$ cat config.mk
export PLATFORM = sky130hd
export DESIGN_NAME = beep_pattern_sequencer
export DESIGN_NICKNAME = d
export VERILOG_FILES = /design/src/rtl/bps_pkg.sv /design/src/rtl/beep_pattern_sequencer.sv /design/src/rtl/bps_step.sv
export SDC_FILE = /design/constraint.sdc
export NUM_CORES = 1
export LEC_CHECK = 0
export ABC_AREA = 1
export BUFFER_PORTS_ARGS = -buffer_cell sky130_fd_sc_hd__buf_2
export CAP_MARGIN = 20
export CORE_ASPECT_RATIO = 2
export CORE_UTILIZATION = 55
export DETAILED_ROUTE_END_ITERATION = 7
export PLACE_DENSITY_LB_ADDON = 0.3
export RECOVER_POWER = 25
export SLEW_MARGIN = 20
export SYNTH_ARGS = -nofsm -noshare
export SYNTH_HDL_FRONTEND = slang
export SYNTH_HIERARCHICAL = 1
export SYNTH_SLANG_ARGS = --single-unit
$ cat constraint.sdc
create_clock -name clk -period 3.4 [get_ports clk]
set_input_delay 0.68 -clock clk [delete_from_list [all_inputs] [get_ports clk]]
set_output_delay 0.68 -clock clk [all_outputs]
set_load 0.02 [all_outputs]
$ cat src/rtl/bps_pkg.sv
`timescale 1ns / 1ps
`default_nettype none
// ----------------------------------------------------------------------------
// bps_pkg: shared types and constants of the beep pattern sequencer
// Command and pattern codes, register indexes, reset durations, and the
// structs that carry the sequencer state and the duration settings.
// ----------------------------------------------------------------------------
package bps_pkg;

  localparam int unsigned DurW = 16;
  localparam int unsigned CfgIdxW = 3;

  typedef logic [DurW-1:0] dur_t;

  typedef enum logic [1:0] {
    FUNC_TICK = 2'd0,
    FUNC_PLAY = 2'd1,
    FUNC_STOP = 2'd2,
    FUNC_TEST = 2'd3
  } func_t;

  typedef enum logic [1:0] {
    PAT_NONE     = 2'd0,
    PAT_SINGLE   = 2'd1,
    PAT_DOUBLE   = 2'd2,
    PAT_PERIODIC = 2'd3
  } pattern_t;

  // Phase steps within a pattern
  localparam logic [1:0] STEP_START  = 2'd0;
  localparam logic [1:0] STEP_FIRST  = 2'd1;
  localparam logic [1:0] STEP_SECOND = 2'd2;
  localparam logic [1:0] STEP_THIRD  = 2'd3;

  // Register indexes on the configuration port
  localparam logic [CfgIdxW-1:0] CFG_SINGLE_ON   = 3'd0;
  localparam logic [CfgIdxW-1:0] CFG_DOUBLE_ON   = 3'd1;
  localparam logic [CfgIdxW-1:0] CFG_DOUBLE_OFF  = 3'd2;
  localparam logic [CfgIdxW-1:0] CFG_PERIODIC_ON = 3'd3;
  localparam logic [CfgIdxW-1:0] CFG_PERIODIC_OFF = 3'd4;

  // Reset durations in ticks
  localparam dur_t SINGLE_ON_RST    = 16'd100;
  localparam dur_t DOUBLE_ON_RST    = 16'd100;
  localparam dur_t DOUBLE_OFF_RST   = 16'd100;
  localparam dur_t PERIODIC_ON_RST  = 16'd100;
  localparam dur_t PERIODIC_OFF_RST = 16'd900;

  typedef struct packed {
    dur_t single_on;
    dur_t double_on;
    dur_t double_off;
    dur_t periodic_on;
    dur_t periodic_off;
  } cfg_t;

  typedef struct packed {
    pattern_t   pattern;
    logic [1:0] step;
    dur_t       ticks;
    logic       tone;
  } seq_state_t;

endpackage

`default_nettype wire

$ cat src/rtl/beep_pattern_sequencer.sv
`timescale 1ns / 1ps
`default_nettype none
// ----------------------------------------------------------------------------
// beep_pattern_sequencer: buzzer pattern sequencer
// Takes tick and command items, steps the single, double or periodic beep
// pattern, and returns the buzzer state and active pattern for every item.
// ----------------------------------------------------------------------------
//  channel | handshake            | payload
//  --------+----------------------+-----------------------------------------
//  in      | in_valid / in_ready  | func[1:0], pattern_request[1:0]
//  out     | out_valid / out_ready| buzzer_on, active_pattern[1:0]
//  cfg     | cfg_we               | cfg_index[2:0], cfg_data[15:0]
//
// Each item is applied to the state in the cycle it is accepted; its result is
// registered in the output register, or in the skid entry while a result waits.
// One item per cycle while in_ready is high. A two-entry output buffer
// (output register plus skid entry) keeps input accepted while one result
// waits; in_ready drops only when both are full. Synchronous reset restores
// default durations, clears the pattern and silences the buzzer.
// ----------------------------------------------------------------------------
module beep_pattern_sequencer (
  input  logic                         clk,
  input  logic                         rst,
  input  logic                         in_valid,
  output logic                         in_ready,
  input  logic [1:0]                   func,
  input  logic [1:0]                   pattern_request,
  output logic                         out_valid,
  input  logic                         out_ready,
  output logic                         buzzer_on,
  output logic [1:0]                   active_pattern,
  input  logic                         cfg_we,
  input  logic [bps_pkg::CfgIdxW-1:0]  cfg_index,
  input  logic [bps_pkg::DurW-1:0]     cfg_data
);
  import bps_pkg::*;

  cfg_t       cfg;
  seq_state_t state;
  seq_state_t state_next;

  logic       push;
  logic       pop;
  logic       skid_valid;
  logic       skid_buzzer_on;
  logic [1:0] skid_pattern;

  assign in_ready = !skid_valid;
  assign push     = in_valid && in_ready;
  assign pop      = out_valid && out_ready;

  // Write duration registers
  always_ff @(posedge clk) begin
    if (rst) begin
      cfg.single_on    <= SINGLE_ON_RST;
      cfg.double_on    <= DOUBLE_ON_RST;
      cfg.double_off   <= DOUBLE_OFF_RST;
      cfg.periodic_on  <= PERIODIC_ON_RST;
      cfg.periodic_off <= PERIODIC_OFF_RST;
    end else if (cfg_we) begin
      case (cfg_index)
        CFG_SINGLE_ON:    cfg.single_on    <= cfg_data;
        CFG_DOUBLE_ON:    cfg.double_on    <= cfg_data;
        CFG_DOUBLE_OFF:   cfg.double_off   <= cfg_data;
        CFG_PERIODIC_ON:  cfg.periodic_on  <= cfg_data;
        CFG_PERIODIC_OFF: cfg.periodic_off <= cfg_data;
        default: ;
      endcase
    end
  end

  bps_step u_step (
    .cur             (state),
    .cfg             (cfg),
    .func            (func),
    .pattern_request (pattern_request),
    .nxt             (state_next)
  );

  // Advance the sequencer state on each accepted item
  always_ff @(posedge clk) begin
    if (rst) begin
      state.pattern <= PAT_NONE;
      state.step    <= STEP_START;
      state.ticks   <= '0;
      state.tone    <= 1'b0;
    end else if (push) begin
      state <= state_next;
    end
  end

  // Output register and skid entry
  always_ff @(posedge clk) begin
    if (rst) begin
      out_valid  <= 1'b0;
      skid_valid <= 1'b0;
    end else if (skid_valid) begin
      if (pop) begin
        out_valid  <= 1'b1;
        skid_valid <= 1'b0;
      end
    end else if (push) begin
      if (out_valid && !pop) begin
        skid_valid <= 1'b1;
      end else begin
        out_valid <= 1'b1;
      end
    end else if (pop) begin
      out_valid <= 1'b0;
    end
  end

  // Result payload, no reset
  always_ff @(posedge clk) begin
    if (skid_valid) begin
      if (pop) begin
        buzzer_on      <= skid_buzzer_on;
        active_pattern <= skid_pattern;
      end
    end else if (push) begin
      if (out_valid && !pop) begin
        skid_buzzer_on <= state_next.tone;
        skid_pattern   <= state_next.pattern;
      end else begin
        buzzer_on      <= state_next.tone;
        active_pattern <= state_next.pattern;
      end
    end
  end

  // The skid entry only fills behind a waiting result
  a_skid_behind_out: assert property (@(posedge clk) disable iff (rst)
    skid_valid |-> out_valid)
    else $error("skid entry valid without output register valid");

  // With no pattern the step is always back at the start
  a_idle_step: assert property (@(posedge clk) disable iff (rst)
    (state.pattern == PAT_NONE) |-> (state.step == STEP_START))
    else $error("idle pattern with nonzero step");

  // A stop silences the buzzer and clears the pattern
  a_stop_silences: assert property (@(posedge clk) disable iff (rst)
    (push && (func == FUNC_STOP)) |=> (!state.tone && (state.pattern == PAT_NONE)))
    else $error("stop did not silence the buzzer");

  // A test item forces the tone on
  a_test_on: assert property (@(posedge clk) disable iff (rst)
    (push && (func == FUNC_TEST)) |=> state.tone)
    else $error("test did not force the tone on");

  // An accepted item always leaves a result waiting next cycle
  a_push_result: assert property (@(posedge clk) disable iff (rst)
    push |=> out_valid)
    else $error("accepted item produced no result");

endmodule

`default_nettype wire

$ cat src/rtl/bps_step.sv
`timescale 1ns / 1ps
`default_nettype none
// ----------------------------------------------------------------------------
// bps_step: next-state logic of the beep pattern sequencer
// Applies one command (tick, play, stop, test) to the sequencer state and
// returns the updated state. Purely combinational.
// ----------------------------------------------------------------------------
module bps_step (
  input  bps_pkg::seq_state_t cur,
  input  bps_pkg::cfg_t       cfg,
  input  logic [1:0]          func,
  input  logic [1:0]          pattern_request,
  output bps_pkg::seq_state_t nxt
);
  import bps_pkg::*;

  logic  expire;
  dur_t  ticks_dec;
  dur_t  start_dur;
  func_t cmd;

  assign cmd = func_t'(func);

  // Count down the running phase; expire when one or zero ticks remain
  assign expire    = (cur.ticks <= dur_t'(1));
  assign ticks_dec = expire ? '0 : cur.ticks - dur_t'(1);

  // Pick the on time that step zero loads
  always_comb begin
    case (cur.pattern)
      PAT_SINGLE: start_dur = cfg.single_on;
      PAT_DOUBLE: start_dur = cfg.double_on;
      default:    start_dur = cfg.periodic_on;
    endcase
  end

  always_comb begin
    nxt = cur;
    case (cmd)
      FUNC_TICK: begin
        if (cur.pattern == PAT_NONE) begin
          nxt = cur;
        end else if (cur.step == STEP_START) begin
          nxt.tone  = 1'b1;
          nxt.ticks = start_dur;
          nxt.step  = STEP_FIRST;
        end else begin
          case (cur.pattern)
            PAT_SINGLE: begin
              if (cur.step == STEP_FIRST) begin
                nxt.ticks = ticks_dec;
                if (expire) begin
                  nxt.tone    = 1'b0;
                  nxt.pattern = PAT_NONE;
                  nxt.step    = STEP_START;
                end
              end
            end
            PAT_DOUBLE: begin
              nxt.ticks = ticks_dec;
              if (expire) begin
                if (cur.step == STEP_FIRST) begin
                  nxt.tone  = 1'b0;
                  nxt.ticks = cfg.double_off;
                  nxt.step  = STEP_SECOND;
                end else if (cur.step == STEP_SECOND) begin
                  nxt.tone  = 1'b1;
                  nxt.ticks = cfg.double_on;
                  nxt.step  = STEP_THIRD;
                end else begin
                  nxt.tone    = 1'b0;
                  nxt.pattern = PAT_NONE;
                  nxt.step    = STEP_START;
                end
              end
            end
            default: begin
              // Periodic: step three has no meaning and is left alone
              if (cur.step != STEP_THIRD) begin
                nxt.ticks = ticks_dec;
                if (expire) begin
                  if (cur.step == STEP_FIRST) begin
                    nxt.tone  = 1'b0;
                    nxt.ticks = cfg.periodic_off;
                    nxt.step  = STEP_SECOND;
                  end else begin
                    nxt.step = STEP_START;
                  end
                end
              end
            end
          endcase
        end
      end
      FUNC_PLAY: begin
        // Replaying the active pattern is ignored
        if (pattern_t'(pattern_request) != cur.pattern) begin
          nxt.tone    = 1'b0;
          nxt.pattern = pattern_t'(pattern_request);
          nxt.step    = STEP_START;
        end
      end
      FUNC_STOP: begin
        nxt.tone    = 1'b0;
        nxt.pattern = PAT_NONE;
        nxt.step    = STEP_START;
      end
      default: begin
        nxt.tone = 1'b1;
      end
    endcase
  end

endmodule

`default_nettype wire
==> reports/results.ini <==
[synth]
synth_nets=1175
yosys.area.top_type=dfxtp_1
synth.top_cells.by_area=dfxtp_1 (29%), nand2_1 (15%), nor2_1 (13%)
ys.flop_type=dfxtp_1
yosys_warnings=6
yosysMostFrequentCell=nand2_1
syn_area_um2=7059
yosysTopAreaCellShare=0.2921
synth-seq-cells=109
syn_area_per_cell_um2=6.209
netlist_instances=1137
synth-edff-count=6
synthArstFlopShare=0
synth.distinct_cells=37
synth-seq-area-share=0.3176
netlist_top_cells_count=nand2_1 (284), nor2_1 (240), dfxtp_1 (103), inv_1 (85), nand3_1 (78)

[pwr]
max-vdd-ir-drop_v=0.0004832
powerDensity_nw_per_um2=445.7
switchingPower_mw=1.178
switching_share=0.3562
p_leak_nw=3.379
pwr-share-comb=0.255
intPower_mw=2.129
p_seq_frac=0.427
p_clk_frac=0.318

[critical_path]
critPathArrivalTime_ps=3180
reg2reg_slack_ps=550
critPathKind=in2reg
crit_path_end_kind=register
critPathSlowestCell=clkbuf_1
worstPathRequired_ps=3640
worstPathCellList=clkbuf_1 > nor2_4 > nand2_1 > clkbuf_1 > inv_1 > nor2_1 > nor2_1
cp-start-kind=input port
cp_max_fo=21
slowest_delay_ps=810
ff2ff_path_depth=11
reg2reg_from=state[18]$_SDFFE_PP0P_
r2r_end=buzzer_on$_DFFE_PP_

[layout]
nets=1167
layout-drive-gt1-share=0.08113
num-fill-cells=1284
fin_area_um2=7420
num_antenna_cells=0
area_growth_pct=5.105

[clock_tree]
tritoncts=done
clockBufferDepth=2
cts_resized=0
cts_buffers=9
post_cts_buffers=0
insertion_delay_ps=350
clock_sinks=109
path_clk_slew_ps=70
cts_root_buffer=clkbuf_16
hold_buffers=0
htreeDepth=3

[floorplanning]
die-area_um2=13320
std_cell_rows=58
chipHeight_um=162.2
start_util=0.5623
boundaryPins=33
core_um2=12550
die_x_um=82.11

[sta]
hold_viol_final=0
finClkSkew_ps=8.167
holdWs_ps=463.5
finalCritPeriodShare=0.8655
timing.final.ws_setup_ps=457.4
maxSlewViolCount=0
max_freq_ghz=0.3398
finalCriticalPeriod_ps=2943
rsz0062_at_grt=no
slew_headroom=0.1789
fin_setup_tns_ps=0
setup_violations=0
worstMarginPinSlew_ps=1232

[placed_design]
postPlaceCellArea_um2=7156
portBuffers=32
gp_congestion=0.9807
pre_cts_ws_ps=680.7
dp_hpwl_um=15070

[route]
wirelength_um=21510
firstDrtPassIters=8
wl_per_cell_um=16.75
antenna_left=0
post_drt_via_cell_ratio=5.820
drtIter0Drc=690
vias=7473
drc_errors=0

[global_route]
grt_pass1_wl_um=34560
grt_max_degree=69
grt_usage=0.3415
antenna_found_initial=0
grt.overflow.total=0
grt_pass1_vias=7125

[worst_hold_path]
hold_path.class=reg2reg
min-delay-start=cfg[34]$_SDFFE_PP1P_
hold_depth=2
whs_endpoint=cfg[34]$_SDFFE_PP1P_

[job]
maxCapViolations=0

[status]
status=finished clean

==> worst max-delay path: cells and delay by family <==
kind                   cells  cell delay [ps]
buffers and inverters      3             2050
AND/OR/NAND/NOR            4              450
==> worst max path at each step <==
| stage | startpoint | cells past startpoint | endpoint |
|---|---|---|---|
| floorplan | state[20]$_SDFFE_PP0P_ | 12 | buzzer_on$_DFFE_PP_ |
| global placement | state[18]$_SDFFE_PP0P_ | 11 | buzzer_on$_DFFE_PP_ |
| detailed placement | state[18]$_SDFFE_PP0P_ | 11 | buzzer_on$_DFFE_PP_ |
| CTS | state[18]$_SDFFE_PP0P_ | 11 | buzzer_on$_DFFE_PP_ |
| global route | cfg_index[0] | 7 | cfg[6]$_SDFFE_PP0P_ |
| finish | cfg_index[0] | 7 | cfg[6]$_SDFFE_PP0P_ |
==> layout by cell type, fill, tap and decap left out <==
master	n
nand2_1	285
nor2_1	241
dfxtp_1	103
inv_1	85
nand3_1	78
a21oi_1	69
o21ai_0	59
nand4_1	48
buf_2	29
o21ai_1	15
buf_4	15
nor2_4	11
o211ai_1	10
ha_1	10
clkbuf_16	9
nand2_2	7
edfxtp_1	6
clkbuf_1	6
a221oi_1	6
o21a_1	6
a22o_1	5
inv_2	3
nand3_2	3
inv_6	3
clkinv_1	3
xor2_1	3
nand4_2	2
clkinv_8	2
nor2_2	2
nor2_8	1
clkinvlp_2	1
clkinv_4	1
buf_12	1
nor3_2	1
xnor2_1	1
a31oi_1	1
a21oi_2	1
a21boi_1	1
nor3_1	1
==> metrics by stage <==
step,power [mW],std cells,utilization
after floorplan,2.058,1137,-
after global placement,2.250,1268,0.5700
after detailed placement,2.261,1268,0.5700
after CTS,3.311,1284,0.5936
after global routing,3.470,1284,0.5910
final,3.307,1284,0.5910
==> layer usage <==
metal / part of all wire / GRT usage / vias to the layer above
li1: - / - / 3661
met1: 0.38 / 0.3850 / 3328
met2: 0.49 / 0.5744 / 361
met5: 0 / 0 / -
met3: 0.056 / 0.04326 / 123
met4: 0.075 / 0.2368 / 0
==> cells by family (layout without fill, tap and decap cells) <==
kind of cell | count (synthesis) | in the layout | share of synthesized area
simple gates | 680 | 680 | 0.4179
compound gates | 173 | 173 | 0.1352
buf+inv | 161 | 158 | 0.1065
flops | 109 | 109 | 0.3176
fa+ha+maj | 10 | 10 | 0.01772
xor+xnor | 4 | 4 | 0.004964
==> sequential cells by signal, summed over array words and instances, names as in the netlist <==
name            cells
active_pattern      2
buzzer_on           1
cfg                80
out_valid           1
skid_buzzer_on      1
skid_pattern        2
skid_valid          1
state              21
==> power groups by stage <==
stage               Sequential [mW]  Clock (mW)  Combinational [mW]
floorplan                      1.43           0               0.632
global placement               1.44           0               0.812
detailed placement             1.44           0               0.821
CTS                            1.41        1.07               0.826
global route                   1.42        1.12               0.929
finish                         1.41        1.05               0.842
==> cell type report <==
type	count	area, µm²	area share
clock buffers	10	229.0	0.03086
well taps	150	187.7	0.02530
flip-flops and latches	109	2242	0.3022
clock inverters	6	67.56	0.009106
multi-input cells	867	4050	0.5459
inverters	92	346.6	0.04671
repair buffers	50	296.5	0.03997
Power figures use the tool's default switching activity.
